<file path="config.mk">
export PLATFORM = sky130hd
export DESIGN_NAME = display_command_sequencer
export DESIGN_NICKNAME = d
export VERILOG_FILES = /design/src/design/dcs_pkg.sv /design/src/design/display_command_sequencer.sv /design/src/design/dcs_queue.sv
export SDC_FILE = /design/constraint.sdc
export NUM_CORES = 1
export LEC_CHECK = 0
export ABC_AREA = 1
export BUFFER_PORTS_ARGS = -buffer_cell sky130_fd_sc_hd__buf_2
export CORE_ASPECT_RATIO = 1.25
export CORE_MARGIN = 5
export CORE_UTILIZATION = 50
export DETAILED_ROUTE_END_ITERATION = 10
export PLACE_DENSITY_LB_ADDON = 0.12
export SKIP_LAST_GASP = 1
export SLEW_MARGIN = 20
export SYNTH_ARGS = -nofsm -noshare
export SYNTH_HDL_FRONTEND = slang
export SYNTH_HIERARCHICAL = 1
export SYNTH_SLANG_ARGS = --single-unit
</file>
<file path="constraint.sdc">
create_clock -name clk_i -period 11.15 [get_ports clk_i]
set_input_delay 0 -clock clk_i [delete_from_list [all_inputs] [get_ports clk_i]]
set_output_delay 0 -clock clk_i [all_outputs]
set_load 0.005 [all_outputs]
</file>
<file path="src/design/dcs_pkg.sv">
`timescale 1ns / 1ps

package dcs_pkg;

  localparam int QUEUE_DEPTH = 8;
  localparam int QW = (QUEUE_DEPTH > 1) ? $clog2(QUEUE_DEPTH) : 1;
  localparam int CW = $clog2(QUEUE_DEPTH + 1);

  // input op codes
  localparam logic [2:0] OP_TICK   = 3'd0;
  localparam logic [2:0] OP_TXERR  = 3'd1;
  localparam logic [2:0] OP_MSG    = 3'd2;
  localparam logic [2:0] OP_PWRITE = 3'd3;
  localparam logic [2:0] OP_ENQ    = 3'd4;

  // received message kinds
  localparam logic [2:0] MSG_STRING = 3'd0;
  localparam logic [2:0] MSG_NUMBER = 3'd1;
  localparam logic [2:0] MSG_STATUS = 3'd2;
  localparam logic [2:0] MSG_TREADY = 3'd3;
  localparam logic [2:0] MSG_TDONE  = 3'd4;

  // result event kinds
  localparam logic [1:0] EV_ACK    = 2'd0;
  localparam logic [1:0] EV_SENT   = 2'd1;
  localparam logic [1:0] EV_FINISH = 2'd2;

  // finish outcomes
  localparam logic [2:0] OC_DONE    = 3'd0;
  localparam logic [2:0] OC_TXERR   = 3'd1;
  localparam logic [2:0] OC_TIMEOUT = 3'd2;
  localparam logic [2:0] OC_DEVICE  = 3'd3;
  localparam logic [2:0] OC_REJECT  = 3'd4;

  // result-item budget per input event, before and after a message is applied
  localparam logic [3:0] EV_LIMIT     = 4'd9;
  localparam logic [3:0] EV_LIMIT_PRE = 4'd8;

  typedef struct packed {
    logic [2:0]  op;
    logic [31:0] now_ms;
    logic        tx_idle;
    logic        push_ok;
    logic [2:0]  msg_kind;
    logic [7:0]  status_code;
    logic [15:0] write_len;
    logic        write_ok;
    logic        cmd_wants_reply;
    logic        cmd_transparent;
    logic [23:0] cmd_payload_bytes;
    logic [15:0] cmd_tag;
  } in_t;

  typedef struct packed {
    logic [1:0]  event_kind;
    logic [2:0]  outcome;
    logic [7:0]  device_code;
    logic [15:0] result_tag;
    logic        write_accepted;
    logic        queue_full;
    logic        last;
  } out_t;

  typedef struct packed {
    logic        wants_reply;
    logic        transparent;
    logic [23:0] payload;
    logic [15:0] tag;
  } cmd_t;

  typedef struct packed {
    logic push;
    logic pop;
  } q_ctrl_t;

  typedef struct packed {
    cmd_t          head;
    logic [CW-1:0] count;
    logic          full;
  } q_stat_t;

  // microprogram steps and actions
  typedef enum logic [2:0] {
    U_WAIT, U_DISP, U_ADV_PRE, U_MSG, U_ADV_POST, U_ONE, U_ADV_ZERO, U_ACK
  } ustep_e;

  typedef enum logic [2:0] {
    A_WAIT, A_DISP, A_ADV, A_MSG, A_ONE, A_ACK
  } uact_e;

  typedef struct packed {
    uact_e  act;
    logic   lim_pre;
    logic   now_zero;
    ustep_e nxt;
    ustep_e alt;
  } uword_t;

  // control store: alt is taken when the step's condition holds
  function automatic uword_t ucode(input ustep_e s);
    uword_t w;
    unique case (s)
      U_WAIT:     w = '{A_WAIT, 1'b0, 1'b0, U_WAIT,     U_DISP};
      U_DISP:     w = '{A_DISP, 1'b0, 1'b0, U_ACK,      U_ACK};
      U_ADV_PRE:  w = '{A_ADV,  1'b1, 1'b0, U_MSG,      U_ADV_PRE};
      U_MSG:      w = '{A_MSG,  1'b0, 1'b0, U_ADV_POST, U_ADV_POST};
      U_ADV_POST: w = '{A_ADV,  1'b0, 1'b0, U_ACK,      U_ADV_POST};
      U_ONE:      w = '{A_ONE,  1'b0, 1'b0, U_ACK,      U_ADV_ZERO};
      U_ADV_ZERO: w = '{A_ADV,  1'b0, 1'b1, U_ACK,      U_ADV_ZERO};
      U_ACK:      w = '{A_ACK,  1'b0, 1'b0, U_WAIT,     U_WAIT};
    endcase
    return w;
  endfunction

  function automatic ustep_e dispatch(input logic [2:0] op);
    ustep_e s;
    priority case (op)
      OP_TICK:                     s = U_ADV_POST;
      OP_MSG:                      s = U_ADV_PRE;
      OP_TXERR, OP_PWRITE, OP_ENQ: s = U_ONE;
      default:                     s = U_ACK;
    endcase
    return s;
  endfunction

endpackage

</file>
<file path="src/design/display_command_sequencer.sv">
`timescale 1ns / 1ps

// display command sequencer
// in channel (in_valid_i / in_ready_o / in_data_i): one event per transfer, either a
// tick, a transmit error, a received message, a payload write or an enqueue.
// out channel (out_valid_o / out_ready_i / out_data_o): for each event, zero to nine
// head-sent / finished items, then one acknowledge item with last set.
// cfg channel (cfg_valid_i / cfg_ready_o / cfg_data_i): reply timeout in ms, always
// ready; write it only while no event is in progress.
// one event is handled at a time by a small microprogram: it takes the event,
// dispatches on its op, runs the send machine step by step (each step emits at most
// one item), then emits the acknowledge. the next event can be taken in the cycle
// after its acknowledge is loaded into the output register.
// when the output register holds an item not yet taken and out_ready_i is low, the
// microprogram holds on the step that wants to emit, so nothing is lost or repeated;
// the output register is the only buffer.
// reset empties the queue, sets the send machine idle and the timeout to zero; the
// command store itself is not cleared and the block is ready right after reset.

module display_command_sequencer import dcs_pkg::*; (
  input  logic        clk_i,
  input  logic        rst_ni,
  input  logic        in_valid_i,
  output logic        in_ready_o,
  input  in_t         in_data_i,
  output logic        out_valid_o,
  input  logic        out_ready_i,
  output out_t        out_data_o,
  input  logic        cfg_valid_i,
  output logic        cfg_ready_o,
  input  logic [15:0] cfg_data_i
);

  typedef enum logic [2:0] {
    S_IDLE, S_SENDING, S_AWAIT_GET, S_AWAIT_READY, S_PAYLOAD, S_AWAIT_DONE
  } send_e;

  send_e         st_q, st_d;
  ustep_e        upc_q, upc_d;
  logic [31:0]   dl_q, dl_d;
  logic [23:0]   bs_q, bs_d;
  logic [3:0]    nev_q, nev_d;
  logic          acc_q, acc_d;
  logic          txf_q, txf_d;
  logic [15:0]   tmo_q;
  logic          out_valid_q;
  out_t          out_q;
  in_t           in_q;

  uword_t        ucw;
  q_stat_t       qs;
  q_ctrl_t       qctl;
  cmd_t          head;
  logic          has;
  logic          cond;
  logic          emit;
  logic          fire;
  logic          in_take;
  out_t          item;
  logic          fin;
  logic [2:0]    fin_oc;
  logic [7:0]    fin_code;
  logic [31:0]   now_sel;
  logic [31:0]   arm_val;
  logic          tmo_hit;
  logic          is_await;
  logic          is_status;
  logic [23:0]   len_ext;
  logic [23:0]   bs_sum;

  dcs_queue u_queue (
    .clk_i     (clk_i),
    .rst_ni    (rst_ni),
    .ctrl_i    (qctl),
    .wr_data_i ({in_q.cmd_wants_reply, in_q.cmd_transparent,
                 in_q.cmd_payload_bytes, in_q.cmd_tag}),
    .stat_o    (qs)
  );

  assign ucw         = ucode(upc_q);
  assign head        = qs.head;
  assign has         = (qs.count != '0);
  assign in_ready_o  = (upc_q == U_WAIT);
  assign in_take     = in_valid_i && in_ready_o;
  assign cfg_ready_o = 1'b1;
  assign out_valid_o = out_valid_q;
  assign out_data_o  = out_q;

  assign now_sel   = ucw.now_zero ? 32'd0 : in_q.now_ms;
  assign tmo_hit   = (tmo_q != '0) && (now_sel != '0) && (now_sel >= dl_q);
  assign arm_val   = ((tmo_q != '0) && (now_sel != '0)) ? now_sel + {16'd0, tmo_q} : '1;
  assign is_await  = (st_q == S_AWAIT_GET) || (st_q == S_AWAIT_READY) ||
                     (st_q == S_AWAIT_DONE);
  assign is_status = (in_q.msg_kind == MSG_STATUS);
  assign len_ext   = {8'd0, in_q.write_len};
  assign bs_sum    = bs_q + len_ext;

  always_comb begin
    st_d     = st_q;
    dl_d     = dl_q;
    bs_d     = bs_q;
    nev_d    = nev_q;
    acc_d    = acc_q;
    txf_d    = txf_q;
    cond     = 1'b0;
    emit     = 1'b0;
    item     = '0;
    qctl     = '0;
    fin      = 1'b0;
    fin_oc   = OC_DONE;
    fin_code = '0;

    unique case (ucw.act)
      A_WAIT: begin
        cond = in_valid_i;
        if (in_valid_i) begin
          txf_d = in_data_i.tx_idle;
          nev_d = '0;
          acc_d = 1'b0;
        end
      end
      A_DISP: ;
      A_ADV: begin
        if (nev_q < (ucw.lim_pre ? EV_LIMIT_PRE : EV_LIMIT)) begin
          unique case (st_q)
            S_AWAIT_GET, S_AWAIT_READY, S_AWAIT_DONE: begin
              if (tmo_hit) begin
                fin    = 1'b1;
                fin_oc = OC_TIMEOUT;
                cond   = 1'b1;
              end
            end
            S_SENDING: begin
              if (txf_q) begin
                if (!has) begin
                  st_d = S_IDLE;
                  cond = 1'b1;
                end else if (head.wants_reply) begin
                  st_d = S_AWAIT_GET;
                  dl_d = arm_val;
                end else if (head.transparent) begin
                  st_d = S_AWAIT_READY;
                  dl_d = arm_val;
                end else begin
                  fin  = 1'b1;
                  cond = 1'b1;
                end
              end
            end
            S_PAYLOAD: begin
              if (!has) begin
                st_d = S_IDLE;
                cond = 1'b1;
              end else if (bs_q >= head.payload) begin
                st_d = S_AWAIT_DONE;
                dl_d = arm_val;
              end
            end
            default: begin
              // idle: push the head to the gateway
              if (has && txf_q) begin
                cond = 1'b1;
                if (!in_q.push_ok) begin
                  fin    = 1'b1;
                  fin_oc = OC_REJECT;
                end else begin
                  emit            = 1'b1;
                  item.event_kind = EV_SENT;
                  item.result_tag = head.tag;
                  txf_d           = 1'b0;
                  st_d            = S_SENDING;
                end
              end
            end
          endcase
        end
      end
      A_MSG: begin
        if (is_await) begin
          if (st_q == S_AWAIT_GET && in_q.msg_kind <= MSG_STATUS) begin
            fin      = 1'b1;
            fin_oc   = is_status ? OC_DEVICE : OC_DONE;
            fin_code = is_status ? in_q.status_code : 8'd0;
          end else if (st_q != S_AWAIT_GET && is_status) begin
            fin      = 1'b1;
            fin_oc   = OC_DEVICE;
            fin_code = in_q.status_code;
          end else if (st_q == S_AWAIT_READY && in_q.msg_kind == MSG_TREADY) begin
            bs_d = '0;
            st_d = S_PAYLOAD;
          end else if (st_q == S_AWAIT_DONE && in_q.msg_kind == MSG_TDONE) begin
            fin = 1'b1;
          end
        end
      end
      A_ONE: begin
        priority case (in_q.op)
          OP_TXERR: begin
            if (has) begin
              fin    = 1'b1;
              fin_oc = OC_TXERR;
            end else begin
              st_d = S_IDLE;
            end
          end
          OP_PWRITE: begin
            if (st_q == S_PAYLOAD && in_q.write_len != '0 && has && head.transparent &&
                bs_q < head.payload && len_ext <= head.payload - bs_q &&
                in_q.write_ok) begin
              bs_d  = bs_sum;
              acc_d = 1'b1;
              cond  = (bs_sum >= head.payload);
            end
          end
          OP_ENQ: begin
            if (!qs.full) begin
              qctl.push = 1'b1;
              acc_d     = 1'b1;
            end
          end
          default: ;
        endcase
      end
      A_ACK: begin
        emit                = 1'b1;
        item.event_kind     = EV_ACK;
        item.write_accepted = acc_q;
        item.queue_full     = qs.full;
        item.last           = 1'b1;
      end
      default: ;
    endcase

    if (fin) begin
      emit             = 1'b1;
      item.event_kind  = EV_FINISH;
      item.outcome     = fin_oc;
      item.device_code = fin_code;
      item.result_tag  = has ? head.tag : 16'd0;
      qctl.pop         = has;
      st_d             = S_IDLE;
    end
    if (emit) begin
      nev_d = nev_q + 1'b1;
    end

    if (ucw.act == A_DISP) begin
      upc_d = dispatch(in_q.op);
    end else begin
      upc_d = cond ? ucw.alt : ucw.nxt;
    end

    // hold a step that emits while the output register is occupied and not being taken
    fire = !emit || !out_valid_q || out_ready_i;
    if (!fire) begin
      st_d  = st_q;
      dl_d  = dl_q;
      bs_d  = bs_q;
      nev_d = nev_q;
      acc_d = acc_q;
      txf_d = txf_q;
      upc_d = upc_q;
      qctl  = '0;
    end
  end

  always_ff @(posedge clk_i or negedge rst_ni) begin
    if (!rst_ni) begin
      st_q        <= S_IDLE;
      upc_q       <= U_WAIT;
      dl_q        <= '0;
      bs_q        <= '0;
      nev_q       <= '0;
      acc_q       <= 1'b0;
      txf_q       <= 1'b0;
      tmo_q       <= '0;
      out_valid_q <= 1'b0;
    end else begin
      st_q  <= st_d;
      upc_q <= upc_d;
      dl_q  <= dl_d;
      bs_q  <= bs_d;
      nev_q <= nev_d;
      acc_q <= acc_d;
      txf_q <= txf_d;
      if (cfg_valid_i) begin
        tmo_q <= cfg_data_i;
      end
      if (emit && fire) begin
        out_valid_q <= 1'b1;
      end else if (out_ready_i) begin
        out_valid_q <= 1'b0;
      end
    end
  end

  always_ff @(posedge clk_i) begin
    if (in_take) begin
      in_q <= in_data_i;
    end
    if (emit && fire) begin
      out_q <= item;
    end
  end

endmodule

</file>
<file path="src/design/dcs_queue.sv">
`timescale 1ns / 1ps

module dcs_queue import dcs_pkg::*; (
  input  logic    clk_i,
  input  logic    rst_ni,
  input  q_ctrl_t ctrl_i,
  input  cmd_t    wr_data_i,
  output q_stat_t stat_o
);

  cmd_t          store [QUEUE_DEPTH];
  logic [QW-1:0] head_q, head_d;
  logic [CW-1:0] count_q, count_d;
  logic [QW-1:0] tail;
  logic [CW:0]   tail_sum;

  always_comb begin
    tail_sum = {{(CW + 1 - QW){1'b0}}, head_q} + {1'b0, count_q};
    if (tail_sum >= (CW + 1)'(QUEUE_DEPTH)) begin
      tail_sum = tail_sum - (CW + 1)'(QUEUE_DEPTH);
    end
    tail = tail_sum[QW-1:0];

    head_d  = head_q;
    count_d = count_q;
    if (ctrl_i.pop) begin
      head_d  = (head_q == QW'(QUEUE_DEPTH - 1)) ? '0 : head_q + 1'b1;
      count_d = count_q - 1'b1;
    end else if (ctrl_i.push) begin
      count_d = count_q + 1'b1;
    end
  end

  always_ff @(posedge clk_i or negedge rst_ni) begin
    if (!rst_ni) begin
      head_q  <= '0;
      count_q <= '0;
    end else begin
      head_q  <= head_d;
      count_q <= count_d;
    end
  end

  always_ff @(posedge clk_i) begin
    if (ctrl_i.push) begin
      store[tail] <= wr_data_i;
    end
  end

  assign stat_o.head  = store[head_q];
  assign stat_o.count = count_q;
  assign stat_o.full  = (count_q >= CW'(QUEUE_DEPTH));

endmodule

</file>
==> results of run 1 <==
## timing repair
action                                 4_1_cts  5_1_grt
endpoints found under the hold margin      170        0
hold buffers                               146        0
gates resized for setup                      0        0
## final cells by class
cell class	count	area [um2]
fillers	4761	22890
inverters	328	1239
multi-input cells	1890	10010
clock inverters	42	541.8
well taps	742	928.4
clock buffers	66	1470
repair buffers	329	2445
flip-flops and latches	566	16540
## cell usage in the layout, fill, tap and decap left out, types with 4 or more instances in the layout
cell type      instances
nand4_1               31
nor2_1               362
a21oi_1              112
xnor2_1               21
buf_4                 23
nand2_2               13
mux2_2                15
nand2_1              690
inv_2                 12
nor4_1                14
fa_1                   5
dfrtp_1               90
ha_1                 136
a22oi_1               15
o22ai_1                8
edfxtp_1             474
clkbuf_16             57
a31oi_1                4
nand2_4                4
dlygate4sd3_1        145
clkbuf_1               8
a32oi_1                7
o21ai_0              138
nand3_1               74
o21ai_1              125
nor2_2                 7
xor2_1                36
clkinv_1               8
nor3_1                15
buf_2                160
o211ai_1               4
inv_1                312
nor2_4                10
bufinv_16             10
clkinv_2              14
nor3_2                 5
## sequential cells by signal (all words and copies together), names as in the netlist
| name | flops |
|---|---|
| u_queue/store | 336 |
| in_q | 106 |
| dl_q | 32 |
| out_data_o | 32 |
| bs_q | 24 |
| tmo_q | 16 |
| nev_q | 4 |
| u_queue/count_q | 4 |
| st_q | 3 |
| u_queue/head_q | 3 |
| upc_q | 3 |
| acc_q | 1 |
| out_valid_o | 1 |
| txf_q | 1 |
## per-stage QoR
| step | util, % | total power, W | cell area, um2 |
|---|---|---|---|
| after floorplan | - | 0.006271 | 28250 |
| after global placement | 52.95 | 0.007376 | 29690 |
| after detailed placement | 52.95 | 0.007467 | 29690 |
| after CTS | 59.16 | 0.009563 | 33170 |
| after global routing | 59.17 | 0.01035 | 33180 |
| final | 59.17 | 0.009521 | 33180 |
## final timing paths
path	from	endpoint	slack, ps	depth (start not counted)
min in group asynchronous	rst_ni	bs_q[20]$_DFFE_PN0P_	450	4
max in group asynchronous	rst_ni	u_queue/head_q[0]$_DFFE_PN0P_	9700	4
worst max register to register	u_queue/head_q[0]$_DFFE_PN0P_	bs_q[2]$_DFFE_PN0P_	4800	31
worst min register to register	dl_q[0]$_DFFE_PN0P_	dl_q[0]$_DFFE_PN0P_	490	2
worst max-delay path	u_queue/head_q[0]$_DFFE_PN0P_	bs_q[2]$_DFFE_PN0P_	4800	31
worst min-delay path	in_data_i[10]	in_q[10]$_DFFE_PP_	70	2
## metal layers
metal | global-route usage (%) | share of wire [%]
met2 | 41.87 | 50
met4 | 8.660 | 3.9
met1 | 29.07 | 42
met5 | 0 | 0
met3 | 2.798 | 4.2
## critical path, delay by kind of cell, from the launching register on
kind            cells  cell delay, ps
fa+ha+maj           2             580
xor+xnor            1             150
flops               1             700
buf+inv             4            1570
compound gates      6            1210
simple gates       18            1970
## power groups by stage
| stage | Combinational [W] | Sequential [W] | Clock [W] |
|---|---|---|---|
| finish | 0.00473 | 0.00276 | 0.00202 |
| global route | 0.00540 | 0.00279 | 0.00216 |
| CTS | 0.00473 | 0.00277 | 0.00206 |
| detailed placement | 0.00466 | 0.00281 | 0 |
| global placement | 0.00457 | 0.00280 | 0 |
| floorplan | 0.00351 | 0.00276 | 0 |
## kinds of logic (layout without fill, tap and decap cells)
logic type               Yosys count  in the layout  synth area share (%)
AND/OR/NAND/NOR                 1239           1239                 18.07
flip-flops                       566            566                 58.52
AO/OA/AOI/OAI                    437            437                 8.374
buffers and inverters            410            765                 6.279
adder cells (fa/ha/maj)          141            141                 6.377
XOR/XNOR                          57             57                 1.767
multiplexers                      15             15                0.5978
other                              1              1               0.01327
==> flow_metrics.tcl, run 1 <==
set metrics [dict create \
    instances_no_fill 3963 \
    ant_nets 0 \
    start_util_pct 50.39 \
    via_per_inst 5.299 \
    async_flop_share_pct 16.25 \
    drive_gt1_share_pct 11.21 \
    drt_iter0_markers 1337 \
    clkSlewWorstSetupHoldPaths_ps 70 \
    power.net_switching_w 0.004139 \
    finClkSkew_ps 44.49 \
    synthTopCellsByCount "690 x nand2_1, 474 x edfxtp_1, 370 x nor2_1, 312 x inv_1, 138 x o21ai_0" \
    antenna_found_initial 0 \
    clockPowerShare_pct 21.3 \
    worstMarginPinSlew_ps 1086 \
    hold_class "input port to flop" \
    n_antenna_cell 0 \
    hold_viol 0 \
    synth_top_area_cell "edfxtp_1" \
    ys_seq_area_share_pct 58.52 \
    synth.distinct_cells 59 \
    core_mm2 0.05607 \
    seq_power_share_pct 29.0 \
    die_h_um 275.8 \
    clock_sinks 566 \
    cts_inserted_buffers 57 \
    maxCapViolCount 0 \
    yosys_register_bits 566 \
    via_count 21000 \
    drv_slew 0 \
    power_leakage_nw 14.07 \
    io_pins 163 \
    cp-start-kind "flop" \
    grt_max_degree 81 \
    gp_congestion 0.9349 \
    grt_setup_unrepaired "false" \
    syn_to_final_growth_pct 17.43 \
    die_w_um 222.6 \
    cts_tree "built" \
    h-tree-depth 2 \
    switching_share_pct 43.47 \
    power_density_mw_per_mm2 287.0 \
    grt_pass1_vias 21350 \
    synth_top_cells_by_area "edfxtp_1 50%, nand2_1 9.2%, dfrtp_1 8.1%" \
    row_count 97 \
    hold_ws_ps 65.16 \
    status "finished clean" \
    wl_per_cell_um 18.37 \
    setup_viol 0 \
    final.setup.tns_ps 0 \
    port_buffers 161 \
    crit_fanout 72 \
    cp_slowest_stage_delay_ps 710 \
    grt_pass1_wl_mm 114.3 \
    drt-total-wl_mm 72.81 \
    combPwrFrac_pct 49.7 \
    grt-ovfl-total 0 \
    dieArea_mm2 0.06139 \
    fin_crit_sh_pct 56.95 \
    clk_latency_ps 640 \
    synth.cell_area_mm2 0.02825 \
    cp-end-kind "flop" \
    synth_most_common_cell "nand2_1" \
    first_pass_iters 7 \
    max_slew_margin_pct 27.63 \
    cp.arrival_ps 6860 \
    cts_setup_buffers 0 \
    fin_ws_ps 4800 \
    placedCellCount 3709 \
    synth.top_cell.area_share_pct 50.38 \
    synth_edf_count 474 \
    netlist_instances 2866 \
    crit_type "flop to flop" \
    cts_root_buf "clkbuf_16" \
    post-dp-hpwl_mm 47.01 \
    cpMaxStageDelayCell "buf_4" \
    cts_buffer_depth 3 \
    intPower_w 0.005382 \
    fin_crit_ps 6350 \
    nNetsFinal 3441 \
    clock.fmax_mhz 157.5 \
    post-route-drc-count 0 \
    ir_worst_vdd_uv 161.4 \
    syn-num-nets 3135 \
    critPathMostFrequentCell "nand2_1" \
    grt_usage_pct 23.29 \
    crit_required_ps 11660 \
    ys_dominant_reg_cell "edfxtp_1" \
    ys.warnings.count 6 \
    dp_slack_ps 4754 \
    avgSynthCellArea_um2 9.859 \
]
Power figures use the tool's default switching activity.
==> inputs of run 2 (changes only) <==
==> constraint.sdc (replaced) <==
create_clock -name clk_i -period 6 [get_ports clk_i]
set_input_delay 0 -clock clk_i [delete_from_list [all_inputs] [get_ports clk_i]]
set_output_delay 0 -clock clk_i [all_outputs]
set_load 0.005 [all_outputs]
==> run 2 against run 1 <==
Compared with the run above:
- flip-flop and latch count unchanged
- total power up 85%
- combinational power up 86%
- highest routed layer unchanged
- count of clock-buffer cells in the layout down 1
==> flow_metrics.tcl, run 2 (synthesis results as in run 1) <==
set metrics [dict create \
    via_count 20750 \
    antenna_found_initial 0 \
    largest-register "u_queue/store" \
    setup_viol 0 \
    critPathMostFrequentCell "nand2_1" \
    cts_root_buf "clkbuf_16" \
    die_w_um 222.6 \
    grt_pass1_vias 21090 \
    die_h_um 275.8 \
    reg_top3 "u_queue/store (336), in_q (106)" \
    clk_latency_ps 640 \
    fin_crit_ps 5029 \
    grt_pass1_wl_mm 112.9 \
    clock_sinks 566 \
    io_pins 163 \
    final_cell_mix "690 x nand2_1, 474 x edfxtp_1, 362 x nor2_1" \
    ir_worst_vdd_uv 283.7 \
    cts_buffer_depth 3 \
    h-tree-depth 2 \
    n_antenna_cell 0 \
    hold_viol 0 \
    nNetsFinal 3443 \
    cts_inserted_buffers 57 \
    clkSlewWorstSetupHoldPaths_ps 70 \
    grt_usage_pct 23.06 \
    core_mm2 0.05607 \
    cp-end-kind "flop" \
    fillers 4813 \
    fin_crit_sh_pct 83.81 \
    via_per_inst 5.234 \
    syn_to_final_growth_pct 17.43 \
    seqCellArea_mm2 0.01654 \
    clock.fmax_mhz 198.9 \
    cpMaxStageDelayCell "inv_2" \
    worstMarginPinSlew_ps 952.6 \
    drt-total-wl_mm 72.09 \
    cp_slowest_stage_delay_ps 590 \
    grt-ovfl-total 0 \
    power_leakage_nw 14.08 \
    post-route-drc-count 0 \
    largest_reg_flops 336 \
    start_util_pct 50.39 \
    postCtsResizedCells 0 \
    drive_gt1_share_pct 11.08 \
    crit_type "flop to flop" \
    finClkSkew_ps 45.79 \
    cp.arrival_ps 5500 \
    crit_fanout 41 \
    port_buffers 161 \
    cts_tree "built" \
    hold_class "input port to flop" \
    dieArea_mm2 0.06139 \
    mostFrequentLayoutCell "nand2_1" \
    final.setup.tns_ps 0 \
    grt_max_degree 111 \
    worst-path-buf-inv 4 \
    utilization_pct 59.17 \
    drt_iter0_markers 1348 \
    crit_required_ps 6480 \
    gp_congestion 0.9308 \
    grt_setup_unrepaired "false" \
    row_count 97 \
    cp-start-kind "flop" \
    drv_slew 0 \
    max_slew_margin_pct 36.49 \
    wl_per_cell_um 18.18 \
    power_density_mw_per_mm2 530.7 \
    rrSetupSlack_ps 970 \
    ant_nets 0 \
    post-dp-hpwl_mm 46.71 \
    status "finished clean" \
    multi_input_area_mm2 0.01002 \
    maxCapViolCount 0 \
    first_pass_iters 5 \
    crit_family "simple AND/OR/NAND/NOR gates" \
]
run 2: final timing paths:
| path | start | depth (start not counted) | to |
|---|---|---|---|
| setup / recovery | u_queue/head_q[1]$_DFFE_PN0P_ | 29 | bs_q[13]$_DFFE_PN0P_ |
| hold / removal | in_data_i[39] | 2 | in_q[39]$_DFFE_PP_ |
| setup reg to reg | u_queue/head_q[1]$_DFFE_PN0P_ | 29 | bs_q[13]$_DFFE_PN0P_ |
| hold reg to reg | dl_q[0]$_DFFE_PN0P_ | 2 | dl_q[0]$_DFFE_PN0P_ |
| max in group asynchronous | rst_ni | 4 | u_queue/head_q[0]$_DFFE_PN0P_ |
| min in group asynchronous | rst_ni | 4 | bs_q[17]$_DFFE_PN0P_ |
run 2: power breakdown:
part	leakage (nW)	internal, W	switching [W]	total [W]
logic	7.70	0.00297	0.00584	0.00882
clock network	0.963	0.00215	0.00154	0.00369
registers	5.42	0.00482	0.000278	0.00510
total	14.1	0.00995	0.00766	0.0176
run 2: per-stage QoR:
| stage | cell area [um2] | std cells | hold WS [ps] | power, W | setup WS (ps) |
|---|---|---|---|---|---|
| after global routing | 33180 | 3965 | 42.71 | 0.01913 | 428.8 |
| final | 33180 | 3965 | 66.87 | 0.01761 | 971.3 |
| after detailed placement | 29720 | 3710 | -75.61 | 0.01388 | 777.4 |
| after CTS | 33150 | 3964 | 26.56 | 0.01772 | 734.4 |
| after global placement | 29720 | 3710 | -78.47 | 0.01376 | 816.9 |
| after floorplan | 28260 | 2866 | -295.6 | 0.01164 | 618.3 |
run 2: layout make-up:
cell class | instances | share of cell area, %
multi-input cells | 1890 | 30.19
flip-flops and latches | 566 | 49.85
clock buffers | 65 | 4.420
repair buffers | 331 | 7.501
inverters | 328 | 3.733
well taps | 742 | 2.798
clock inverters | 43 | 1.505
run 2: layer usage:
metal	wire length (um)	GRT usage, %
met3	3156	3.010
met4	2154	7.128
met2	36860	41.77
met1	29910	28.98
met5	0	0
run 2: repair_timing:
action | in CTS | in global routing
setup buffers | 0 | 0
hold buffers | 146 | 0
hold endpoints to repair | 227 | 0
